--- config.mk ---
export PLATFORM = sky130hd
export DESIGN_NAME = cobs_frame_encoder
export DESIGN_NICKNAME = d
export VERILOG_FILES = /design/src/hw/rtl/cobs_pkg.sv /design/src/hw/rtl/cobs_ram.sv /design/src/hw/rtl/cobs_frame_encoder.sv
export SDC_FILE = /design/constraint.sdc
export NUM_CORES = 2
export LEC_CHECK = 0
export ABC_AREA = 1
export BUFFER_PORTS_ARGS = -buffer_cell sky130_fd_sc_hd__buf_2
export CAP_MARGIN = 15
export CORE_AREA = 3 3 422 736
export CTS_CLUSTER_SIZE = 40
export DETAILED_ROUTE_END_ITERATION = 6
export DIE_AREA = 0 0 425 739
export GPL_TIMING_DRIVEN = 0
export PLACE_DENSITY_LB_ADDON = 0.05
export SLEW_MARGIN = 20
export SYNTH_ARGS = -nofsm -noshare
export SYNTH_HDL_FRONTEND = slang
export SYNTH_HIERARCHICAL = 1
export SYNTH_SLANG_ARGS = --single-unit
--- constraint.sdc ---
create_clock -name aclk -period 7.4 [get_ports aclk]
set_input_delay 0 -clock aclk [delete_from_list [all_inputs] [get_ports aclk]]
set_output_delay 0 -clock aclk [all_outputs]
set_load 0.1 [all_outputs]
--- src/hw/rtl/cobs_pkg.sv ---
// Shared types and constants for the COBS frame encoder.
// No dependencies; imported by the encoder top level and by the port checker.
package cobs_pkg;

    localparam int LANES       = 8;
    localparam int LANE_W      = (LANES > 1) ? $clog2(LANES) : 1;
    localparam int STORE_DEPTH = 254;
    localparam int MAX_RESULTS = 32;
    localparam int RES_W       = $clog2(MAX_RESULTS);

    localparam logic [7:0] CODE_INIT = 8'h01;
    localparam logic [7:0] CODE_FULL = 8'hFF;

    typedef struct packed {
        logic [7:0] data_byte;
        logic       frame_end;
    } cobs_in_t;

    typedef struct packed {
        logic [63:0] out_bytes;
        logic [3:0]  byte_count;
        logic        run_last;
        logic        frame_last;
    } cobs_out_t;

    typedef enum logic [1:0] {
        SRC_CODE,
        SRC_STORE,
        SRC_ONE
    } src_t;

    typedef enum logic [1:0] {
        ST_IDLE = 2'b01,
        ST_EMIT = 2'b10
    } state_t;

    typedef struct packed {
        logic              vld;
        src_t              src;
        logic [LANE_W-1:0] lane;
        logic              complete;
        logic              run_last;
        logic              frame_last;
        logic [7:0]        imm;
    } stage_t;

endpackage

--- src/hw/rtl/cobs_ram.sv ---
// Generic simple dual-port RAM, one write and one registered read port.
// No dependencies.
module cobs_ram #(
    parameter int WIDTH = 8,
    parameter int DEPTH = 254
) (
    input  logic                     aclk,
    input  logic                     we,
    input  logic [$clog2(DEPTH)-1:0] waddr,
    input  logic [WIDTH-1:0]         wdata,
    input  logic [$clog2(DEPTH)-1:0] raddr,
    output logic [WIDTH-1:0]         rdata
);

    logic [WIDTH-1:0] mem [DEPTH];

    always_ff @(posedge aclk) begin
        if (we) begin
            mem[waddr] <= wdata;
        end
        rdata <= mem[raddr];
    end

endmodule

--- src/hw/rtl/cobs_frame_encoder.sv ---
// COBS frame encoder top level: group store, release sequencer, result packer.
// Depends on cobs_pkg and cobs_ram.
//
//  channel | ports                      | moves
//  --------+----------------------------+------------------------------------
//  input   | s_valid s_ready s_payload  | one raw byte + frame end flag
//  result  | m_valid m_ready m_payload  | up to LANES encoded bytes, run/frame
//
// A release is read out one byte per cycle from the group store read port,
// pausing while each packed result is handed to the output register. Reset
// sets the code to 0x01; the group store is not cleared. A stalled result
// holds the packer and the store reads; new bytes are taken once the last
// read of a release is issued.
module cobs_frame_encoder (
    input  logic                aclk,
    input  logic                aresetn,
    input  logic                s_valid,
    output logic                s_ready,
    input  cobs_pkg::cobs_in_t  s_payload,
    output logic                m_valid,
    input  logic                m_ready,
    output cobs_pkg::cobs_out_t m_payload
);
    import cobs_pkg::*;

    state_t            state_reg, state_next;
    logic [7:0]        code_reg, code_next;
    logic [7:0]        grp_reg, grp_next;
    logic [7:0]        last_reg, last_next;
    logic              fin_reg, fin_next;
    logic [7:0]        idx_reg, idx_next;
    logic [LANE_W-1:0] lane_reg, lane_next;
    logic [RES_W-1:0]  res_reg, res_next;
    stage_t            stg_reg, stg_next;
    logic [63:0]       acc_reg, acc_next;
    logic              acc_done_reg, acc_done_next;
    logic [3:0]        acc_cnt_reg, acc_cnt_next;
    logic              acc_rl_reg, acc_rl_next;
    logic              acc_fl_reg, acc_fl_next;
    logic              m_valid_reg, m_valid_next;
    cobs_out_t         m_payload_reg, m_payload_next;

    logic       accept, b_zero, full, release_any, extra;
    logic [7:0] code_inc, grp_sel;
    logic [8:0] last_wide;
    logic       can_issue, at_last, complete, run_last;
    src_t       src;
    logic       ram_we;
    logic [7:0] ram_waddr, ram_raddr, ram_rdata, stg_byte;

    assign s_ready   = (state_reg == ST_IDLE);
    assign accept    = s_valid && s_ready;
    assign m_valid   = m_valid_reg;
    assign m_payload = m_payload_reg;

    assign b_zero      = (s_payload.data_byte == 8'h00);
    assign code_inc    = code_reg + 8'd1;
    assign full        = !b_zero && (code_inc == CODE_FULL);
    assign release_any = b_zero || full || s_payload.frame_end;
    assign extra       = s_payload.frame_end && (b_zero || full);
    assign grp_sel     = b_zero ? code_reg : (full ? CODE_FULL : code_inc);
    assign last_wide   = {1'b0, grp_sel} + {8'd0, extra} - 9'd1;

    assign ram_we    = accept && !b_zero;
    assign ram_waddr = code_reg - 8'd1;
    assign ram_raddr = (idx_reg == 8'd0) ? 8'd0 : idx_reg - 8'd1;

    assign can_issue = (state_reg == ST_EMIT) && !acc_done_reg
                       && !(stg_reg.vld && stg_reg.complete);
    assign at_last   = (idx_reg == last_reg);
    assign complete  = (lane_reg == LANE_W'(LANES - 1)) || at_last;
    assign run_last  = at_last || (complete && res_reg == RES_W'(MAX_RESULTS - 1));

    always_comb begin
        if (idx_reg == 8'd0) begin
            src = SRC_CODE;
        end else if (idx_reg < grp_reg) begin
            src = SRC_STORE;
        end else begin
            src = SRC_ONE;
        end
    end

    always_comb begin
        case (stg_reg.src)
            SRC_STORE: stg_byte = ram_rdata;
            SRC_CODE:  stg_byte = stg_reg.imm;
            SRC_ONE:   stg_byte = stg_reg.imm;
            default:   stg_byte = stg_reg.imm;
        endcase
    end

    cobs_ram #(
        .WIDTH (8),
        .DEPTH (STORE_DEPTH)
    ) u_store (
        .aclk  (aclk),
        .we    (ram_we),
        .waddr (ram_waddr),
        .wdata (s_payload.data_byte),
        .raddr (ram_raddr),
        .rdata (ram_rdata)
    );

    // sequencer
    always_comb begin
        state_next = state_reg;
        code_next  = code_reg;
        grp_next   = grp_reg;
        last_next  = last_reg;
        fin_next   = fin_reg;
        idx_next   = idx_reg;
        lane_next  = lane_reg;
        res_next   = res_reg;
        stg_next   = stg_reg;
        stg_next.vld = 1'b0;
        case (state_reg)
            ST_IDLE: begin
                if (accept) begin
                    code_next = release_any ? CODE_INIT : code_inc;
                    grp_next  = grp_sel;
                    last_next = last_wide[7:0];
                    fin_next  = s_payload.frame_end;
                    idx_next  = 8'd0;
                    lane_next = '0;
                    res_next  = '0;
                    if (release_any) begin
                        state_next = ST_EMIT;
                    end
                end
            end
            ST_EMIT: begin
                if (can_issue) begin
                    stg_next.vld        = 1'b1;
                    stg_next.src        = src;
                    stg_next.lane       = lane_reg;
                    stg_next.complete   = complete || run_last;
                    stg_next.run_last   = run_last;
                    stg_next.frame_last = run_last && fin_reg;
                    stg_next.imm        = (idx_reg == 8'd0) ? grp_reg : CODE_INIT;
                    idx_next  = idx_reg + 8'd1;
                    lane_next = complete ? '0 : lane_reg + LANE_W'(1);
                    res_next  = complete ? res_reg + RES_W'(1) : res_reg;
                    if (run_last) begin
                        state_next = ST_IDLE;
                    end
                end
            end
            default: state_next = ST_IDLE;
        endcase
    end

    // packer and output register
    always_comb begin
        acc_next       = acc_reg;
        acc_done_next  = acc_done_reg;
        acc_cnt_next   = acc_cnt_reg;
        acc_rl_next    = acc_rl_reg;
        acc_fl_next    = acc_fl_reg;
        m_valid_next   = m_valid_reg;
        m_payload_next = m_payload_reg;
        if (m_valid_reg && m_ready) begin
            m_valid_next = 1'b0;
        end
        if (acc_done_reg && (!m_valid_reg || m_ready)) begin
            m_valid_next              = 1'b1;
            m_payload_next.out_bytes  = acc_reg;
            m_payload_next.byte_count = acc_cnt_reg;
            m_payload_next.run_last   = acc_rl_reg;
            m_payload_next.frame_last = acc_fl_reg;
            acc_next      = '0;
            acc_done_next = 1'b0;
        end else if (stg_reg.vld) begin
            for (int i = 0; i < LANES; i++) begin
                if (stg_reg.lane == LANE_W'(i)) begin
                    acc_next[8*i +: 8] = stg_byte;
                end
            end
            if (stg_reg.complete) begin
                acc_done_next = 1'b1;
                acc_cnt_next  = 4'(stg_reg.lane) + 4'd1;
                acc_rl_next   = stg_reg.run_last;
                acc_fl_next   = stg_reg.frame_last;
            end
        end
    end

    always_ff @(posedge aclk) begin
        if (!aresetn) begin
            state_reg    <= ST_IDLE;
            code_reg     <= CODE_INIT;
            stg_reg.vld  <= 1'b0;
            acc_reg      <= '0;
            acc_done_reg <= 1'b0;
            m_valid_reg  <= 1'b0;
        end else begin
            state_reg    <= state_next;
            code_reg     <= code_next;
            stg_reg      <= stg_next;
            acc_reg      <= acc_next;
            acc_done_reg <= acc_done_next;
            m_valid_reg  <= m_valid_next;
        end
    end

    always_ff @(posedge aclk) begin
        grp_reg             <= grp_next;
        last_reg            <= last_next;
        fin_reg             <= fin_next;
        idx_reg             <= idx_next;
        lane_reg            <= lane_next;
        res_reg             <= res_next;
        acc_cnt_reg         <= acc_cnt_next;
        acc_rl_reg          <= acc_rl_next;
        acc_fl_reg          <= acc_fl_next;
        m_payload_reg       <= m_payload_next;
    end

endmodule

Word-level counts from Yosys, hierarchy flattened
Memories as Yosys holds them, arrays and structs flattened. A register that Yosys moved wholly into a read port is not among the register bits.
Index checks and enable logic that the tools add are counted.
Storage, ports and cells
  register bits after elaboration: 202
  bits in latches: 0
  RAM bits: 2032
  bits in read-only memories: 0
  input port bits: 13
  output and inout bits: 72
  word-level logic and storage cells: 136
  memories kept: 1
Memory list
  u_store.mem: words 254, width 8, read ports 1, clocked after Yosys merged registers in 1, wr ports 1, RTL line cobs_ram.sv:15  | logic [WIDTH-1:0] mem [DEPTH];
Operators by class
  add/subtract/negate cells: 9
  multipliers: 0
  div/mod/pow operators: 0
  $lt $le $gt $ge: 1
  equality and inequality tests: 19
  shift operators: 0
  mux-type cells: 29
  bitwise logic cells: 2
  reductions and logical operators: 43
Operator list (number)
  $mux W8: 8
  $sub A8 B1 Y8 const B: 3
  $reduce_and A2 Y1: 11
  $mux W17: 1
  $add A8 B1 Y8 const B: 2
  $logic_not A8 Y1: 2
  $pmux W8 S2: 1
  $eq A3 B3 Y1 const B: 5
  $mux W5: 3
  $mux W2: 6
  $logic_and A1 B1 Y1: 11
  $pmux W5 S2: 1
  $mux W3: 3
  $reduce_and A3 Y1: 3
  $add A8 B1 Y8: 1
  $eq A8 B8 Y1: 1
  $eq A8 B8 Y1 const B: 1
  $lt A8 B8 Y1: 1
  $reduce_and A4 Y1: 2
  $eq A3 B2 Y1 const B: 2
  $logic_or A1 B1 Y1: 6
  $ne A2 B2 Y1 const B: 3
  $pmux W3 S2: 1
  $add A5 B1 Y5 const B: 1
  other kinds (14): 24

Depth between registers and ports, before layout
  depth after elaboration: 8
  gate-level depth with buffers: 23

Cells and area by module
Netlist, hierarchy kept.
Modules (own cells, without submodules)
  cobs_ram: instances 1, cells each 6994, area each 83326.2 sq um, seq. area each 61178.7 sq um
  cobs_frame_encoder: instances 1, cells each 725, area each 8012.7 sq um, seq. area each 5295.1 sq um

Worst setup path before layout
No wires, ideal clock.
  kind: reg-to-reg
  start: reg state_reg[0]
  end: mem u_store.mem[160][0] (enable)
  library setup time: 370 ps
  arrival time: 3890 ps
  slack: 3140 ps
  stages on the path, launching flop included: 12
  path buffers: 3
  path through: dfxtp_1 > inv_1 > nor2_2 > inv_1 > nor2_1 > inv_2 > buf_2 > nor2_1 > clkbuf_1 > nand3_1 > clkbuf_1 > nor2_1
Between the ends
  cells in the longest elaborated chain, start to end: 5
Ends and longest elaborated chain
  from (decl): RTL line cobs_frame_encoder.sv:26  | state_t state_reg, state_next;
  from (signal assigned): RTL line cobs_frame_encoder.sv:197  | state_reg <= state_next;
  $eq A2 B1 Y1: RTL line cobs_frame_encoder.sv:51  | assign s_ready = (state_reg == ST_IDLE);
  via s_ready: RTL line cobs_frame_encoder.sv:18  | output logic s_ready,
  $logic_and A1 B1 Y1: RTL line cobs_frame_encoder.sv:52  | assign accept = s_valid && s_ready;
  $logic_and A1 B1 Y1: RTL line cobs_frame_encoder.sv:64  | assign ram_we = accept && !b_zero;
  via ram_we: RTL line cobs_frame_encoder.sv:48  | logic ram_we;
  $mux W1: RTL line cobs_ram.sv:18  | if (we) begin
  $mux W1 (implied by the code): RTL line cobs_ram.sv:19  | mem[waddr] <= wdata;
  to (decl): RTL line cobs_ram.sv:15
The timed path passes the listed nets, and every way through them passes these cells.

Worst setup path in the final report
  start: reg state_reg[0]
  end: mem u_store.mem[109][7] (enable)
Between the ends
  cells in the longest elaborated chain, start to end: 5
Ends and longest elaborated chain (RTL line)
  $eq A2 B1 Y1: cobs_frame_encoder.sv:51
  $logic_and A1 B1 Y1: cobs_frame_encoder.sv:52
  $logic_and A1 B1 Y1: cobs_frame_encoder.sv:64
  via ram_we: cobs_frame_encoder.sv:48
  $mux W1: cobs_ram.sv:18
  $mux W1 (implied by the code): cobs_ram.sv:19
The timed path passes the listed nets, and every way through them passes these cells.

==> impl_metrics.tcl <==
set metrics [dict create \
    drtPass1Iterations 6 \
    slew_headroom_pct 18.8 \
    row_count 268 \
    vias 63400 \
    nets 8133 \
    m1WireLength_um 145000 \
    rr_endpoint "u_store/mem[109][7]" \
    synth_warnings 6 \
    cp_data_required_time_ns 7.92 \
    setup_viol 0 \
    avgSynthCellArea_um2 11.8 \
    drc 0 \
    powerDensity_nw_per_um2 308 \
    outcome "completed" \
    clockRootBuffer "clkbuf_16" \
    rsz0062_at_grt "false" \
    r2r-start "state_reg[0]" \
    fin_crit_sh_pct 74.4 \
    routed.top_layer "met4" \
    cts_sinks 2242 \
    num_io_pins 85 \
    hp-start "s_payload[5]" \
    place_congestion 0.945 \
    final_common_cell "nand2_1" \
    hold_viol 0 \
    synth_ff_type "edfxtp_1" \
    synth_cell_types 38 \
    cp-start-kind "register" \
    grt_pass1_vias 61900 \
    drive_above_1_share_pct 11.4 \
    drt-total-wl_um 410000 \
    cts_tree "done" \
    worstPathMaxFanout 11 \
    slew_violations 0 \
    fin_skew_ns 0.0411 \
    die_area_um2 314000 \
    rrSetupSlack_ns 1.89 \
    worstHoldPathType "primary input to register" \
    crit_path_start "state_reg[0]" \
    synth_area_um2 91300 \
    synthesis.nets 7756 \
    power_frac_comb_pct 21.1 \
    cts_setup_buffers 0 \
    layout_common_cells "nand2_1, edfxtp_1, nand3_1" \
    switching_share_pct 32.6 \
    seq_area_frac_synth_pct 72.8 \
    core_area_um2 305000 \
    p_sw_mw 10.6 \
    die_w_um 425 \
    fmax_ghz 0.182 \
    port_buffers 84 \
    vias_per_cell 5.13 \
    overflow 0 \
    ant_nets 0 \
    grt_max_degree 93 \
    crit_type "register to register" \
    wl_per_cell_um 33.2 \
    drt_iter0_markers 5643 \
    worstMarginPinSlew_ns 1.21 \
    largest_reg_flops 2032 \
    synth-seq-cells 2242 \
    path_clk_slew_ns 0.07 \
    clk_latency_ns 0.92 \
    clock_power_share_pct 35.8 \
    dr_wl_met3_um 18400 \
    start_util_pct 29.9 \
    cts_buffers 227 \
    synth_edf_count 2157 \
    whs_endpoint "u_store/mem[59][4]" \
    reg2regPathDepth 12 \
    syn_inst 7719 \
    final_cells 12300 \
    max-vdd-ir-drop_uv 202 \
    utilization_pct 34.6 \
    synthArstFlopShare_pct 0 \
    dp.cells 11900 \
    post-route-min-period_ns 5.51 \
    power_leakage_nw 37.2 \
    max-cap-violations 0 \
    htreeDepth 4 \
    cp.arrival_ns 6.03 \
    critPathCaptureType "register" \
    wl_met2_um 220000 \
    area_delta_synth_final_pct 15.6 \
    seqPwrFrac_pct 43.1 \
    grt_pass1_wl_um 547000 \
    min_path_cells 2 \
    track_usage_pct 25.5 \
    clk_path_buf_depth 4 \
    hpwl_um 292000 \
    antenna_found_initial 16 \
    die_y_um 739 \
    p_int_mw 21.9 \
]
==> repair_timing <==
action	4_1_cts	5_1_grt
gates resized for setup	0	0
endpoints found under the hold margin	1308	0
hold buffers	17	0
==> cell usage after synthesis (all sizes together), types with 11 or more instances <==
cell,number,area share [%]
buf,400,2.8
nand3,1982,11
edfxtp,2157,71
clkbuf,99,0.41
o21ai,80,0.45
dfxtp,85,1.9
a21oi,102,0.56
nand2,2240,9.2
ha,24,0.33
inv,137,0.57
xor2,11,0.11
nor2,366,1.5
==> cells by family after synthesis <==
| family | synth area share [%] |
|---|---|
| DFF | 72.8 |
| adders and majority gates | 0.329 |
| AOI/OAI and AO/OA | 1.04 |
| buffers and inverters | 3.81 |
| xor gates and xnor gates | 0.182 |
| and+or+nand+nor | 21.8 |
| muxes | 0.0877 |
==> worst max path at each step <==
stage	end	cells past startpoint
final	u_store/mem[109][7]	12
after global routing	u_store/mem[110][7]	11
after CTS	u_store/mem[234][5]	12
after detailed placement	u_store/mem[234][3]	12
after global placement	u_store/mem[125][7]	9
after floorplan	u_store/mem[160][0]	11
==> power by group through the flow <==
stage | Sequential [mW] | Combinational (mW) | Clock, mW
floorplan | 14.3 | 3.06 | 0
global placement | 14.4 | 6.76 | 0
detailed placement | 14.3 | 6.86 | 0
CTS | 14.0 | 6.88 | 11.9
global route | 14.0 | 7.08 | 12.4
finish | 14.0 | 6.86 | 11.6
==> layer usage <==
layer / vias up / track usage, %
met5: - / 0
met2: 2306 / 47.6
met4: 0 / 14.7
li1: 28100 / -
met1: 32300 / 27.6
met3: 724 / 2.79
==> layout make-up <==
| type | instances | area, um^2 |
|---|---|---|
| Buffer | 499 | 3030 |
| Fill cell | 30300 | 200000 |
| Tap cell | 4050 | 5070 |
| Timing Repair Buffer | 148 | 1720 |
| Antenna cell | 12 | 30.0 |
| Sequential cell | 2242 | 66500 |
| Clock inverter | 135 | 1110 |
| Clock buffer | 281 | 6120 |
| Inverter | 138 | 523 |
| Multi-Input combinational cell | 4840 | 21500 |
==> stage by stage <==
| stage | area, um^2 | total power [mW] | TNS (ns) | worst slack, ns | hold WS [ns] |
|---|---|---|---|---|---|
| finish | 106000 | 32.5 | 0 | 1.89 | 0.0682 |
| global route | 106000 | 33.5 | 0 | 1.85 | 0.0478 |
| CTS | 106000 | 32.8 | 0 | 1.98 | 0.00903 |
| detailed placement | 98200 | 21.2 | 0 | 2.01 | 0.225 |
| global placement | 96800 | 21.1 | -3678.03 | -3.09 | 0.224 |
| floorplan | 91300 | 17.4 | 0 | 3.14 | 0.0941 |
==> worst max-delay path, stage by stage (launching register included) <==
cell and delay (ns):
dfxtp_1 0.31, inv_1 0.05, nor2_2 0.12, inv_1 0.17, nor2_2 0.55, inv_2 0.20
buf_2 0.29, nor2_1 0.55, clkbuf_1 0.57, nand2_1 0.79, clkbuf_4 0.48, buf_12 0.20
nor2_1 0.74
(Power assumes the default switching activity.)
